==> src/rtl/idt_pkg.sv <==
// Shared types, character codes and helpers for the inline delimiter tokenizer.
`timescale 1ns / 1ps

package idt_pkg;

  // Default width of source offsets.
  localparam int POSITION_BITS_DEF = 16;

  // Fixed field widths of the channels.
  localparam int CH_W   = 8;
  localparam int POS_W  = 16;
  localparam int LEN_W  = 16;
  localparam int KIND_W = 3;

  // Delimiter and whitespace bytes.
  localparam logic [CH_W-1:0] CH_STAR   = 8'h2A;
  localparam logic [CH_W-1:0] CH_LPAREN = 8'h28;
  localparam logic [CH_W-1:0] CH_RPAREN = 8'h29;
  localparam logic [CH_W-1:0] CH_LBRACK = 8'h5B;
  localparam logic [CH_W-1:0] CH_RBRACK = 8'h5D;
  localparam logic [CH_W-1:0] CH_SLASH  = 8'h2F;
  localparam logic [CH_W-1:0] CH_BSLASH = 8'h5C;
  localparam logic [CH_W-1:0] CH_SPACE  = 8'h20;
  localparam logic [CH_W-1:0] CH_TAB    = 8'h09;
  localparam logic [CH_W-1:0] CH_LF     = 8'h0A;
  localparam logic [CH_W-1:0] CH_VT     = 8'h0B;
  localparam logic [CH_W-1:0] CH_FF     = 8'h0C;
  localparam logic [CH_W-1:0] CH_CR     = 8'h0D;

  typedef enum logic [KIND_W-1:0] {
    KIND_EMPH    = 3'd0,
    KIND_STRONG  = 3'd1,
    KIND_PAREN   = 3'd2,
    KIND_REF     = 3'd3,
    KIND_COMMENT = 3'd4
  } kind_t;

  // Lookahead held between bytes.
  typedef enum logic [1:0] {
    PEND_NONE  = 2'd0,
    PEND_STAR  = 2'd1,
    PEND_SLASH = 2'd2
  } pend_t;

  // Comment progress within a line.
  typedef enum logic [1:0] {
    CMT_NONE  = 2'd0,
    CMT_SPACE = 2'd1,
    CMT_DONE  = 2'd2
  } cmt_t;

  typedef struct packed {
    kind_t             kind;
    logic              opening;
    logic [POS_W-1:0]  start_res;
    logic [LEN_W-1:0]  length;
    logic              last_of_run;
  } res_t;

  function automatic logic is_space(input logic [CH_W-1:0] c);
    return (c == CH_SPACE) || (c == CH_TAB) || (c == CH_LF) ||
           (c == CH_VT) || (c == CH_FF) || (c == CH_CR);
  endfunction

endpackage

==> src/rtl/idt_in_if.sv <==
// Input byte channel of the inline delimiter tokenizer.
`timescale 1ns / 1ps

interface idt_in_if
  import idt_pkg::*;
();
  logic              valid;
  logic              ready;
  logic [CH_W-1:0]   ch;
  logic [POS_W-1:0]  pos;
  logic              line_start;
  logic              line_end;
  logic              parens_enabled;

  modport source (output valid, ch, pos, line_start, line_end, parens_enabled,
                  input ready);
  modport sink   (input valid, ch, pos, line_start, line_end, parens_enabled,
                  output ready);
endinterface

==> src/rtl/idt_out_if.sv <==
// Token result channel of the inline delimiter tokenizer.
`timescale 1ns / 1ps

interface idt_out_if
  import idt_pkg::*;
();
  logic               valid;
  logic               ready;
  logic [KIND_W-1:0]  kind;
  logic               opening;
  logic [POS_W-1:0]   start_res;
  logic [LEN_W-1:0]   length;
  logic               last_of_run;

  modport source (output valid, kind, opening, start_res, length, last_of_run,
                  input ready);
  modport sink   (input valid, kind, opening, start_res, length, last_of_run,
                  output ready);
endinterface

==> src/rtl/inline_delimiter_tokenizer_unit.sv <==
// Top level of the inline delimiter tokenizer: byte decode, lookahead state, token queue.
// Each token is written into the queue as its byte transfers and is offered after older tokens.
// Throughput: one byte per cycle while the output is not stalled and each byte yields at most
// one token; a byte that yields two tokens uses the single output port for both in turn.
// Reset: rst_n is synchronous, active low; it clears the lookahead, comment state and queue.
`timescale 1ns / 1ps

module inline_delimiter_tokenizer_unit
  import idt_pkg::*;
#(
  parameter int POSITION_BITS = POSITION_BITS_DEF
) (
  input  logic       clk,
  input  logic       rst_n,
  idt_in_if.sink     in_bus,
  idt_out_if.source  out_bus
);

  // Offsets are kept at the narrower of the configured width and the port width.
  localparam int PW = (POSITION_BITS < POS_W) ? POSITION_BITS : POS_W;

  // The result queue holds three tokens. A byte is taken only while two slots are
  // free, so the ready decision never depends on the output side in the same cycle.
  localparam int QDEPTH = 3;
  localparam int QPW    = $clog2(QDEPTH);
  localparam int QCW    = $clog2(QDEPTH + 1);

  // Per-line scanning state.
  logic [CH_W-1:0] prev_r;
  pend_t           pend_r, pend_nxt;
  cmt_t            cmt_r, cmt_nxt;
  logic [PW-1:0]   ps_r, ps_nxt;

  // Token queue.
  res_t            q_mem [QDEPTH];
  logic [QPW-1:0]  wp_r, rp_r;
  logic [QCW-1:0]  cnt_r, cnt_nxt;

  logic            in_fire, out_fire;
  logic [CH_W-1:0] c;
  logic [PW-1:0]   pos_m;
  logic            ls, le, pe;
  pend_t           pend_e;
  cmt_t            cmt_e;
  logic            esc, sp, done;
  logic [PW-1:0]   cmt_len_here, cmt_len_end;

  res_t            tok_a, tok_b, tok0, tok1;
  logic            a_vld, b_vld;
  logic [1:0]      npush;
  logic [QPW-1:0]  wp_p1;

  function automatic logic [QPW-1:0] q_inc(input logic [QPW-1:0] p);
    return (p == QPW'(QDEPTH - 1)) ? '0 : p + 1'b1;
  endfunction

  assign c     = in_bus.ch;
  assign pos_m = in_bus.pos[PW-1:0];
  assign ls    = in_bus.line_start;
  assign le    = in_bus.line_end;
  assign pe    = in_bus.parens_enabled;

  assign in_bus.ready = (cnt_r <= QCW'(QDEPTH - 2));
  assign in_fire      = in_bus.valid && in_bus.ready;
  assign out_fire     = out_bus.valid && out_bus.ready;

  // A line start wipes the state before the byte is looked at, so the first byte of a
  // region never sees an escape or a stale lookahead.
  assign pend_e = ls ? PEND_NONE : pend_r;
  assign cmt_e  = ls ? CMT_NONE : cmt_r;
  assign esc    = !ls && (prev_r == CH_BSLASH);
  assign sp     = is_space(c);

  // The byte is consumed by the lookahead or comment logic and is not decoded itself
  // when a comment is running, or when it completes a star pair or a slash pair.
  assign done = (cmt_e != CMT_NONE) ||
                ((pend_e == PEND_STAR) && (c == CH_STAR)) ||
                ((pend_e == PEND_SLASH) && (c == CH_SLASH));

  // The comment covers both slashes and the whitespace after them. It ends at the first
  // non-space byte, or includes the final byte when the line runs out first.
  assign cmt_len_here = pos_m - ps_r;
  assign cmt_len_end  = pos_m + PW'(1) - ps_r;

  // Next-state logic for the lookahead and comment tracking.
  always_comb begin
    pend_nxt = pend_e;
    cmt_nxt  = cmt_e;
    ps_nxt   = ps_r;
    unique case (cmt_e)
      CMT_DONE: begin
      end
      CMT_SPACE: begin
        if (!sp || le) begin
          cmt_nxt = CMT_DONE;
        end
      end
      CMT_NONE: begin
        unique case (pend_e)
          PEND_STAR: begin
            pend_nxt = PEND_NONE;
          end
          PEND_SLASH: begin
            pend_nxt = PEND_NONE;
            if (c == CH_SLASH) begin
              cmt_nxt = le ? CMT_DONE : CMT_SPACE;
            end
          end
          PEND_NONE: begin
          end
          default: begin
            pend_nxt = PEND_NONE;
          end
        endcase
      end
      default: begin
        cmt_nxt = CMT_NONE;
      end
    endcase
    // A star or slash mid-line waits one byte to see whether it pairs up.
    if (!done && !esc && !le) begin
      if (c == CH_STAR) begin
        pend_nxt = PEND_STAR;
        ps_nxt   = pos_m;
      end else if (c == CH_SLASH) begin
        pend_nxt = PEND_SLASH;
        ps_nxt   = pos_m;
      end
    end
    // Nothing carries past the end of a line.
    if (le) begin
      pend_nxt = PEND_NONE;
      cmt_nxt  = CMT_NONE;
    end
  end

  // Token generation: token A comes from the held state, token B from the byte itself.
  always_comb begin
    tok_a         = '0;
    tok_a.opening = 1'b1;
    a_vld         = 1'b0;
    tok_b         = '0;
    b_vld         = 1'b0;

    unique case (cmt_e)
      CMT_DONE: begin
      end
      CMT_SPACE: begin
        if (!sp || le) begin
          a_vld           = 1'b1;
          tok_a.kind      = KIND_COMMENT;
          tok_a.start_res = POS_W'(ps_r);
          tok_a.length    = sp ? LEN_W'(cmt_len_end) : LEN_W'(cmt_len_here);
        end
      end
      CMT_NONE: begin
        unique case (pend_e)
          PEND_STAR: begin
            // A waiting star is strong if this byte is a star, otherwise emphasis.
            a_vld           = 1'b1;
            tok_a.start_res = POS_W'(ps_r);
            if (c == CH_STAR) begin
              tok_a.kind   = KIND_STRONG;
              tok_a.length = LEN_W'(2);
            end else begin
              tok_a.kind   = KIND_EMPH;
              tok_a.length = LEN_W'(1);
            end
          end
          PEND_SLASH: begin
            // A double slash closing the line is a two-byte comment right away.
            if ((c == CH_SLASH) && le) begin
              a_vld           = 1'b1;
              tok_a.kind      = KIND_COMMENT;
              tok_a.start_res = POS_W'(ps_r);
              tok_a.length    = LEN_W'(2);
            end
          end
          PEND_NONE: begin
          end
          default: begin
          end
        endcase
      end
      default: begin
      end
    endcase

    tok_b.start_res = POS_W'(pos_m);
    tok_b.length    = LEN_W'(1);
    tok_b.opening   = 1'b1;
    tok_b.kind      = KIND_EMPH;
    if (!done && !esc) begin
      unique case (c)
        CH_STAR: begin
          // A lone star on the last byte cannot pair up, so it is emphasis now.
          b_vld      = le;
          tok_b.kind = KIND_EMPH;
        end
        CH_LPAREN: begin
          b_vld      = pe;
          tok_b.kind = KIND_PAREN;
        end
        CH_RPAREN: begin
          b_vld         = pe;
          tok_b.kind    = KIND_PAREN;
          tok_b.opening = 1'b0;
        end
        CH_LBRACK: begin
          b_vld      = 1'b1;
          tok_b.kind = KIND_REF;
        end
        CH_RBRACK: begin
          b_vld         = 1'b1;
          tok_b.kind    = KIND_REF;
          tok_b.opening = 1'b0;
        end
        default: begin
        end
      endcase
    end
  end

  // Pack the tokens of this byte in order and mark the final one.
  always_comb begin
    tok0  = a_vld ? tok_a : tok_b;
    tok1  = tok_b;
    npush = 2'(a_vld) + 2'(b_vld);
    tok0.last_of_run = (npush == 2'd1);
    tok1.last_of_run = 1'b1;
  end

  assign wp_p1 = q_inc(wp_r);

  always_comb begin
    cnt_nxt = cnt_r;
    if (in_fire) begin
      cnt_nxt = cnt_nxt + QCW'(npush);
    end
    if (out_fire) begin
      cnt_nxt = cnt_nxt - 1'b1;
    end
  end

  // Scanning state.
  always_ff @(posedge clk) begin
    if (!rst_n) begin
      prev_r <= '0;
      pend_r <= PEND_NONE;
      cmt_r  <= CMT_NONE;
    end else if (in_fire) begin
      prev_r <= c;
      pend_r <= pend_nxt;
      cmt_r  <= cmt_nxt;
    end
  end

  always_ff @(posedge clk) begin
    if (in_fire) begin
      ps_r <= ps_nxt;
    end
  end

  // Queue pointers and fill level.
  always_ff @(posedge clk) begin
    if (!rst_n) begin
      wp_r  <= '0;
      rp_r  <= '0;
      cnt_r <= '0;
    end else begin
      cnt_r <= cnt_nxt;
      if (in_fire) begin
        if (npush == 2'd1) begin
          wp_r <= wp_p1;
        end else if (npush == 2'd2) begin
          wp_r <= q_inc(wp_p1);
        end
      end
      if (out_fire) begin
        rp_r <= q_inc(rp_r);
      end
    end
  end

  // Queue storage.
  always_ff @(posedge clk) begin
    if (in_fire && (npush != 2'd0)) begin
      q_mem[wp_r] <= tok0;
    end
    if (in_fire && (npush == 2'd2)) begin
      q_mem[wp_p1] <= tok1;
    end
  end

  assign out_bus.valid       = (cnt_r != '0);
  assign out_bus.kind        = q_mem[rp_r].kind;
  assign out_bus.opening     = q_mem[rp_r].opening;
  assign out_bus.start_res   = q_mem[rp_r].start_res;
  assign out_bus.length      = q_mem[rp_r].length;
  assign out_bus.last_of_run = q_mem[rp_r].last_of_run;

`ifndef NO_ASSERTIONS
  // A transfer never pushes more tokens than the queue has room for.
  a_no_overflow: assert property (@(posedge clk) disable iff (!rst_n)
    in_fire |-> ((cnt_r + QCW'(npush)) <= QCW'(QDEPTH)))
    else $error("token queue overflow");

  // After the last byte of a line no lookahead or comment state survives.
  a_line_end_clears: assert property (@(posedge clk) disable iff (!rst_n)
    in_fire && le |=> (pend_r == PEND_NONE) && (cmt_r == CMT_NONE))
    else $error("state kept past line end");

  // Once the comment is emitted, the rest of the line yields no tokens.
  a_comment_silences: assert property (@(posedge clk) disable iff (!rst_n)
    in_fire && !ls && (cmt_r == CMT_DONE) |-> (npush == 2'd0))
    else $error("token after finished comment");

  // A pop with no byte transferred lowers the fill level by one.
  a_count_track: assert property (@(posedge clk) disable iff (!rst_n)
    out_fire && !in_fire |=> (cnt_r == $past(cnt_r) - 1'b1))
    else $error("queue count mismatch");
`endif

endmodule
==> src/flat_wrapper.sv <==
// flat-port wrapper written by rule: the top's interface ports become plain ports
module inline_delimiter_tokenizer_unit_flat import idt_pkg::*;
#(
  parameter int POSITION_BITS = POSITION_BITS_DEF
)
  (clk, rst_n, in_bus_valid, in_bus_ch, in_bus_pos, in_bus_line_start, in_bus_line_end, in_bus_parens_enabled, in_bus_ready, out_bus_valid, out_bus_kind, out_bus_opening, out_bus_start_res, out_bus_length, out_bus_last_of_run, out_bus_ready);
  idt_in_if in_bus_i ();
  idt_out_if out_bus_i ();
  input  logic clk;
  input  logic rst_n;
  input wire logic [$bits(in_bus_i.valid)-1:0] in_bus_valid;
  input wire logic [$bits(in_bus_i.ch)-1:0] in_bus_ch;
  input wire logic [$bits(in_bus_i.pos)-1:0] in_bus_pos;
  input wire logic [$bits(in_bus_i.line_start)-1:0] in_bus_line_start;
  input wire logic [$bits(in_bus_i.line_end)-1:0] in_bus_line_end;
  input wire logic [$bits(in_bus_i.parens_enabled)-1:0] in_bus_parens_enabled;
  output wire logic [$bits(in_bus_i.ready)-1:0] in_bus_ready;
  output wire logic [$bits(out_bus_i.valid)-1:0] out_bus_valid;
  output wire logic [$bits(out_bus_i.kind)-1:0] out_bus_kind;
  output wire logic [$bits(out_bus_i.opening)-1:0] out_bus_opening;
  output wire logic [$bits(out_bus_i.start_res)-1:0] out_bus_start_res;
  output wire logic [$bits(out_bus_i.length)-1:0] out_bus_length;
  output wire logic [$bits(out_bus_i.last_of_run)-1:0] out_bus_last_of_run;
  input wire logic [$bits(out_bus_i.ready)-1:0] out_bus_ready;
  assign in_bus_i.valid = in_bus_valid;
  assign in_bus_i.ch = in_bus_ch;
  assign in_bus_i.pos = in_bus_pos;
  assign in_bus_i.line_start = in_bus_line_start;
  assign in_bus_i.line_end = in_bus_line_end;
  assign in_bus_i.parens_enabled = in_bus_parens_enabled;
  assign in_bus_ready = in_bus_i.ready;
  assign out_bus_valid = out_bus_i.valid;
  assign out_bus_kind = out_bus_i.kind;
  assign out_bus_opening = out_bus_i.opening;
  assign out_bus_start_res = out_bus_i.start_res;
  assign out_bus_length = out_bus_i.length;
  assign out_bus_last_of_run = out_bus_i.last_of_run;
  assign out_bus_i.ready = out_bus_ready;
  inline_delimiter_tokenizer_unit #(.POSITION_BITS(POSITION_BITS)) u_core (.clk(clk), .rst_n(rst_n), .in_bus(in_bus_i), .out_bus(out_bus_i));
endmodule
==> config.mk <==
export PLATFORM = sky130hd
export DESIGN_NAME = inline_delimiter_tokenizer_unit_flat
export DESIGN_NICKNAME = d
export VERILOG_FILES = /design/src/rtl/idt_pkg.sv /design/src/rtl/idt_in_if.sv /design/src/rtl/idt_out_if.sv /design/src/rtl/inline_delimiter_tokenizer_unit.sv /design/src/flat_wrapper.sv
export SDC_FILE = /design/constraint.sdc
export NUM_CORES = 1
export LEC_CHECK = 0
export ABC_CLOCK_PERIOD_IN_PS = 6700
export BUFFER_PORTS_ARGS = -buffer_cell sky130_fd_sc_hd__buf_2
export CAP_MARGIN = 30
export CORE_UTILIZATION = 38
export DETAILED_ROUTE_END_ITERATION = 8
export SYNTH_ARGS = -nofsm -noshare
export SYNTH_HDL_FRONTEND = slang
export SYNTH_SLANG_ARGS = --single-unit
==> constraint.sdc <==
create_clock -name clk -period 6.7 [get_ports clk]
set_input_delay 1.34 -clock clk [delete_from_list [all_inputs] [get_ports clk]]
set_output_delay 1.34 -clock clk [all_outputs]
set_load 0.02 [all_outputs]
==> impl_results.md, run 1 <==
* Synthesized flop and latch total at roughly 150
* Sequential share of power at 0.421
* Antenna Cells at 0
* Core Box Area at between 0.02 and 0.025 mm^2
* F_max at 195.0 MHz
* Hold worst-path end: u_core.pend_r[1]$_SDFFE_PN0P_
* Status: complete, but fails checks
* Critical path origin: in_bus_ch[7]
* Worst-Margin Slew at 0.9683 ns
* PwrDens at around 240 mW/mm^2
* Setup crit start kind: input port
* Initial DRC count at roughly 550
* EDFF count, synth at between 70 and 80
* Worst path bufs/invs at 4
* Initial DRT Pass Iterations at 7
* Max VDD drop at approximately 160 uV
* Hold depth at 2
* Endpoints failing setup at 0
* CP required at slightly below 7 ns
* Skew-Pair Late Insertion Delay at 0.43 ns
* Final Max Slew Viols at 0
* Die H at 151.9 um
* Failing checks: design-rule violations
* Area Overhead vs Synth at 14.86%
* Crit path max-delay family: simple AND/OR/NAND/NOR gates
* Sequential area share after synthesis at 0.4302
* Via density at about 5.4
* Final nets at 1010
* Vias at 6623
* Leakage at 3.789 nW
* Clock power frac at 0.462
* R2R setup slack at 2.34 ns
* Hold Path Class: register to register
* Postcts setup bufs at 0
* Die area at about 0.023 mm^2
* Crit end category: register
* Max-cap violations at 0
* Synth async-reset ratio at 0
* Boundary Pins at 70
* Cells after synthesis at between 800 and 900
* Post-synthesis average cell area at 9.895 um^2
* Max-slew headroom at 0.3537
* Clock Tree Buf Depth at 2
* Critical path's slowest cell: inv_1
* Total Routing Usage GR at 0.1989
* Reg-to-Reg Start: u_core.pend_r[1]$_SDFFE_PN0P_
* R2R Path End: u_core.q_mem[1][30]$_DFFE_PP_
* Post-route ant nets at 0
* Pint at 1.733 mW
* Hold_sp: u_core.pend_r[1]$_SDFFE_PN0P_
* Psw at 582.3 uW
* Yosys warns at 0
* Leading cell type in the layout, fill and taps excluded: nand2_1
* Row count at 54
* Post-DP HPWL at 15.86 mm
* Gr ovfl total at 0
* Final worst-path setup slack at 1.572 ns
* Mapped Area at 0.008539 mm^2
* Commonest cells after routing, fill and taps aside: nand2_1 (117), o21ai_0 (73), edfxtp_1 (73)
* Initial antenna violation count at 1
* Crit path max fanout at 21
* Non-Filler Instances at 1220
* Switching Fraction at 0.2515
* Post-cts sizing count at 0
* RSZ-0062 raised after global routing: false
* Syn Nets at 946
* Final worst path period share at 0.7653
* CTS tree: yes
* # port buffers at a little under 70
* Synth cell types at around 70
* Min cycle time layout at 5.128 ns
* CTS Buf Count at 17
* Layout cells sized above 1 at 0.1457
* Setup TNS Final at 0 ns
* Remaining DRCs at 7
* Pre-CTS WS at 1.146 ns
* Final wirelength at 22.13 mm
* Hold Vio Cnt, Final at 0
* CP cell instances: buf_2, or3_1, or3_1, nor3b_1, nand2_1, a21oi_1, inv_1, ha_1, nor2_1, nand2_1, buf_4, and2_1, inv_1
* Clock slew at reported path FFs at 0.06 ns
* Clock Sinks at 147
* Worst R2R Path Depth at 13
* Vias in the first global route at 6467
* Root Driver: clkbuf_16
* Largest net degree at the start of global routing at 75
* First-pass GRT wire length at 35.54 mm
* GPL Wtd Cong at around 0.90
* Worst endpoint data arrival time at just over 5 ns
* Max H-tree Level at 4
* Worst clock skew at between 0.009 and 0.01 ns
* Initial Util at 0.3889
* Combinational share of power at 0.117
* WL/cell at 18.14 um
* Die Width at 151.9 um
* Critical Path Max Stage Delay at 0.80 ns
* CP Class: input port to register
* Dpl cells at about 1200
* Synth Flop Type: dfxtp_1
* Hold Buf Count CTS at 0
## cell type report
| type | instances | area [um^2] |
|---|---|---|
| fill | 2117 | 12150 |
| multi-input combinational | 622 | 4469 |
| sequential | 147 | 3676 |
| timing repair buffer | 81 | 435.4 |
| clock buffer | 18 | 429.2 |
| tap | 280 | 350.3 |
| clock inverter | 14 | 225.2 |
| inverter | 58 | 222.7 |
## through the flow
step	hold slack [ns]	utilization	total power, mW	cell area, um^2
5_1_grt	0.4711	0.4467	2.394	9808
2_1_floorplan	0.4244	-	1.176	8539
6_report	0.4511	0.4467	2.316	9808
3_3_place_gp	0.4323	0.4165	1.263	9146
3_5_place_dp	0.4428	0.4169	1.265	9154
4_1_cts	0.4545	0.4467	2.329	9808
## worst max path at each step
stage,end,slack (ns),cells after the start
finish,u_core.q_mem[1][30]$_DFFE_PP_,1.57,13
floorplan,u_core.ps_r[0]$_DFFE_PP_,1.40,4
global route,u_core.q_mem[1][30]$_DFFE_PP_,1.34,13
detailed placement,u_core.q_mem[1][31]$_DFFE_PP_,1.15,13
CTS,u_core.q_mem[1][19]$_DFFE_PP_,1.59,13
global placement,u_core.q_mem[1][29]$_DFFE_PP_,1.21,13
## metal layers
metal / vias up / global-route usage / share of wire
li1: 3287 / - / -
met1: 3132 / 0.2714 / 0.48
met2: 171 / 0.3111 / 0.45
met3: 33 / 0.04136 / 0.048
met4: 0 / 0.07240 / 0.022
met5: - / 0 / 0
## sequential cells by signal, summed over array words and instances (netlist names), named ones only
name and count:
u_core.cmt_r 2, u_core.cnt_r 2, u_core.pend_r 2, u_core.prev_r 8, u_core.ps_r 16, u_core.q_mem 111
u_core.rp_r 2, u_core.wp_r 2
## worst register-to-register path: cells and delay by family, from the launching register on
family / cells / cell delay (ns)
flip-flops: 1 / 0.32
AO/OA/AOI/OAI: 1 / 0.19
adder cells (fa/ha/maj): 2 / 0.56
buffers and inverters: 4 / 1.24
AND/OR/NAND/NOR: 6 / 1.67
## cells in the mapped netlist, types with 5 or more instances
| cell type | instances | area share |
|---|---|---|
| and3_1 | 7 | 0.0051 |
| nor3b_1 | 6 | 0.0053 |
| nand2b_1 | 6 | 0.0044 |
| nand3b_1 | 5 | 0.0044 |
| nor3_1 | 11 | 0.0064 |
| a22o_1 | 59 | 0.061 |
| nand2_1 | 117 | 0.051 |
| a22o_2 | 5 | 0.0059 |
| clkbuf_1 | 26 | 0.011 |
| inv_1 | 57 | 0.025 |
| o21ai_0 | 73 | 0.043 |
| edfxtp_1 | 73 | 0.26 |
| nor2b_1 | 16 | 0.012 |
| ha_1 | 38 | 0.056 |
| nor2_1 | 25 | 0.011 |
| dfxtp_1 | 74 | 0.17 |
| xor2_1 | 17 | 0.017 |
| o211ai_1 | 5 | 0.0044 |
| a22oi_1 | 6 | 0.0053 |
| fa_1 | 14 | 0.033 |
| a21o_1 | 5 | 0.0044 |
| a21boi_0 | 12 | 0.011 |
| xnor2_1 | 15 | 0.015 |
| a211oi_1 | 5 | 0.0044 |
| mux2i_1 | 41 | 0.048 |
| nand4_1 | 5 | 0.0037 |
| or4_1 | 5 | 0.0044 |
| buf_6 | 5 | 0.0066 |
| nand3_1 | 15 | 0.0088 |
| a21oi_1 | 30 | 0.018 |
| or3_1 | 7 | 0.0051 |
| o31ai_1 | 6 | 0.0053 |
## power groups by stage
stage / Clock (mW) / Combinational, mW / Sequential, mW
floorplan: 0 / 0.185 / 0.991
global placement: 0 / 0.269 / 0.994
detailed placement: 0 / 0.271 / 0.994
CTS: 1.08 / 0.272 / 0.975
global route: 1.12 / 0.296 / 0.978
finish: 1.07 / 0.271 / 0.976
## kinds of logic after synthesis
family,count (synthesis),synth area share
flops,147,0.4302
buf+inv,94,0.04718
compound gates,258,0.2174
mux,41,0.04806
simple gates,239,0.1358
fa+ha+maj,52,0.08850
xor+xnor,32,0.03282
Power figures use the tool's default switching activity.
==> run 2, diff against run 1 <==
Settings changed: ABC_CLOCK_PERIOD_IN_PS 6700 to 4300.
Clock period 6.7 ns to 4.3 ns, I/O delays scaled along.
==> run 2 against run 1 <==
Net effect:
- the flow still finishes with violations (design-rule violations)
- clock power up 40%
- clock-buffer cell count up 3
- non-clock buffer count is 21 higher
- setup slack lost 1.1 ns
- routed wire length is 3.3% higher
- sequential share of layout area down 0.51 points
- critical path depth did not move
- sequential cell count stayed put
- global-route usage up 0.43 points
- via count is 3.1% higher
==> impl_results.md, run 2 (synthesis results as in run 1) <==
* Status: complete, but fails checks (unchanged)
* Failing checks: design-rule violations (unchanged)
* Hold Path Class: register to register (unchanged)
* Final worst path period share at 0.8939
* GPL Wtd Cong at 0.8985 (was 0.9015)
* Postcts setup bufs at 0 (unchanged)
* Max VDD drop at 220.9 uV (was 159.3 uV)
* Final Max Slew Viols at 0 (unchanged)
* Remaining DRCs at 10 (was 7)
* First-pass GRT wire length at 36.27 mm (was 35.54 mm)
* Crit path max-delay family: simple AND/OR/NAND/NOR gates (unchanged)
* Clock Sinks at 147 (unchanged)
* Reg-to-Reg Start: u_core.pend_r[1]$_SDFFE_PN0P_ (unchanged)
* Non-Filler Instances at 1241 (was 1220)
* Die H at 151.9 um (unchanged)
* # port buffers at 69 (unchanged)
* Total Routing Usage GR at 0.2031 (was 0.1989)
* Initial antenna violation count at 0 (was 1)
* Root Driver: clkbuf_16 (unchanged)
* WL/cell at 18.42 um (was 18.14 um)
* Via density at 5.500 (was 5.429)
* Clock power frac at 0.434 (was 0.462)
* Initial DRC count at 443 (was 547)
* Core Box Area at 0.02196 mm^2 (unchanged)
* Crit end category: register (unchanged)
* Post-route ant nets at 0 (unchanged)
* Top Registers: u_core.q_mem x111, u_core.ps_r x16, u_core.prev_r x8 (unchanged)
* Largest net degree at the start of global routing at 34 (was 75)
* RSZ-0062 raised after global routing: false (unchanged)
* Psw at 904.9 uW (was 582.3 uW)
* Hold Buf Count CTS at 0 (unchanged)
* Worst path bufs/invs at 3 (was 4)
* Worst clock skew at 0.008280 ns (was 0.009492 ns)
* Hold_sp: u_core.q_mem[2][36]$_SDFFE_PP0N_ (was u_core.pend_r[1]$_SDFFE_PN0P_)
* Hold Vio Cnt, Final at 0 (unchanged)
* Skew-Pair Late Insertion Delay at 0.43 ns (about the same)
* PwrDens at 346.9 mW/mm^2 (was 236.1 mW/mm^2)
* Leading cell type in the layout, fill and taps excluded: nand2_1 (unchanged)
* Vias in the first global route at 6631 (was 6467)
* Max H-tree Level at 4 (unchanged)
* Die area at 0.02308 mm^2 (unchanged)
* Boundary Pins at 70 (unchanged)
* Pre-CTS WS at 0.07405 ns (was 1.146 ns)
* Switching Fraction at 0.2623 (was 0.2515)
* CP required at 4.59 ns (was 6.75 ns)
* Layout cells sized above 1 at 0.1655 (was 0.1457)
* Die Width at 151.9 um (unchanged)
* Gr ovfl total at 0 (unchanged)
* CP cell instances: buf_2, nor2b_1, inv_1, ha_1, or4_1, and2_4, o21ai_4, inv_6, ha_1, nor2_1, nand3b_1, o21ai_4, a22o_2 (was buf_2, or3_1, or3_1, nor3b_1, nand2_1, a21oi_1, inv_1, ha_1, nor2_1, nand2_1, buf_4, and2_1, inv_1)
* Setup crit start kind: input port (unchanged)
* CP Class: input port to register (unchanged)
* Critical Path Max Stage Delay at 0.60 ns (was 0.80 ns)
* CTS tree: yes (unchanged)
* Antenna Cells at 0 (unchanged)
* Max FFs per register at 111 (unchanged)
* Final Power at 3.450 mW (was 2.316 mW)
* Register with the most flip-flops: u_core.q_mem (unchanged)
* Setup TNS Final at 0 ns (unchanged)
* Endpoints failing setup at 0 (unchanged)
* Worst-Margin Slew at 0.8003 ns (was 0.9683 ns)
* Final worst-path setup slack at 0.4564 ns (was 1.572 ns)
* Area Overhead vs Synth at 16.44% (was 14.86%)
* Post-cts sizing count at 0 (unchanged)
* Pint at 2.545 mW (was 1.733 mW)
* Initial Util at 0.3889 (unchanged)
* Final wirelength at 22.86 mm (was 22.13 mm)
* Initial DRT Pass Iterations at 7 (unchanged)
* Critical path origin: in_bus_line_start (was in_bus_ch[7])
* Vias at 6826 (was 6623)
* Commonest cells after routing, fill and taps aside: nand2_1 (117), o21ai_0 (73), edfxtp_1 (73) (unchanged)
* Crit path max fanout at 16 (was 21)
* Leakage at 3.888 nW (was 3.789 nW)
* Min cycle time layout at 3.844 ns
* Post-DP HPWL at 16.20 mm (was 15.86 mm)
* Row count at 54 (unchanged)
* Dpl cells at 1209 (was 1188)
* Critical path's slowest cell: o21ai_4 (was inv_1)
* Final Util at 0.4528 (was 0.4467)
* Clock slew at reported path FFs at 0.06 ns (about the same)
* Combinational share of power at 0.124 (was 0.117)
* Sequential share of power at 0.442 (was 0.421)
* Clock Tree Buf Depth at 2 (unchanged)
* Max-cap violations at 0 (unchanged)
* Worst endpoint data arrival time at 4.14 ns (was 5.18 ns)
* Final nets at 1031 (was 1010)
* Max-slew headroom at 0.4619 (was 0.3537)
* F_max at approximately 260 MHz
* Fill cells at 2071 (was 2117)
* CTS Buf Count at 17 (unchanged)
run 2: layout make-up:
cell class                 instances  area [um^2]  area share
clock buffer                      21        481.7     0.04845
multi-input combinational        622         4469      0.4495
tap                              280        350.3     0.03523
inverter                          58        222.7     0.02240
clock inverter                    11        112.6     0.01133
timing repair buffer             102        630.6     0.06342
sequential                       147         3676      0.3697
run 2: worst register-to-register path, cell delays in order, from the launching register on:
cell and delay [ns]:
dfxtp_1 0.32, nor2b_1 0.17, inv_1 0.09, ha_1 0.34, or4_1 0.55, and2_4 0.21, o21ai_4 0.10, inv_6 0.10
ha_1 0.21, nor2_1 0.26, nand3b_1 0.26, o21ai_4 0.60, a22o_2 0.26
run 2: routing by layer:
layer / GRT usage / share of wire / up-vias
met3: 0.04136 / 0.058 / 31
met4: 0.07580 / 0.021 / 0
li1: - / - / 3334
met1: 0.2684 / 0.45 / 3270
met2: 0.3285 / 0.47 / 191
met5: 0 / 0 / -
run 2: worst paths after layout:
kind                                           end  slack [ns]  cells past startpoint
setup / recovery     u_core.q_mem[2][29]$_DFFE_PP_        0.46                     13
hold / removal    u_core.q_mem[2][36]$_SDFFE_PP0N_        0.45                      2
setup reg to reg     u_core.q_mem[2][29]$_DFFE_PP_        0.70                     12
hold reg to reg   u_core.q_mem[2][36]$_SDFFE_PP0N_        0.45                      2
run 2: metrics by stage:
| stage | hold WS [ns] | cell area [um^2] |
|---|---|---|
| finish | 0.4509 | 9943 |
| floorplan | 0.4244 | 8541 |
| global route | 0.4778 | 9943 |
| detailed placement | 0.4420 | 9349 |
| CTS | 0.4558 | 9943 |
| global placement | 0.4348 | 9329 |
run 2: power by group through the flow:
stage                     Clock (mW)  Combinational, mW  Sequential, mW
after floorplan                    0              0.289            1.54
after global placement             0              0.410            1.57
after detailed placement           0              0.428            1.55
after CTS                       1.52              0.430            1.52
after global routing            1.57              0.470            1.53
final                           1.50              0.429            1.52
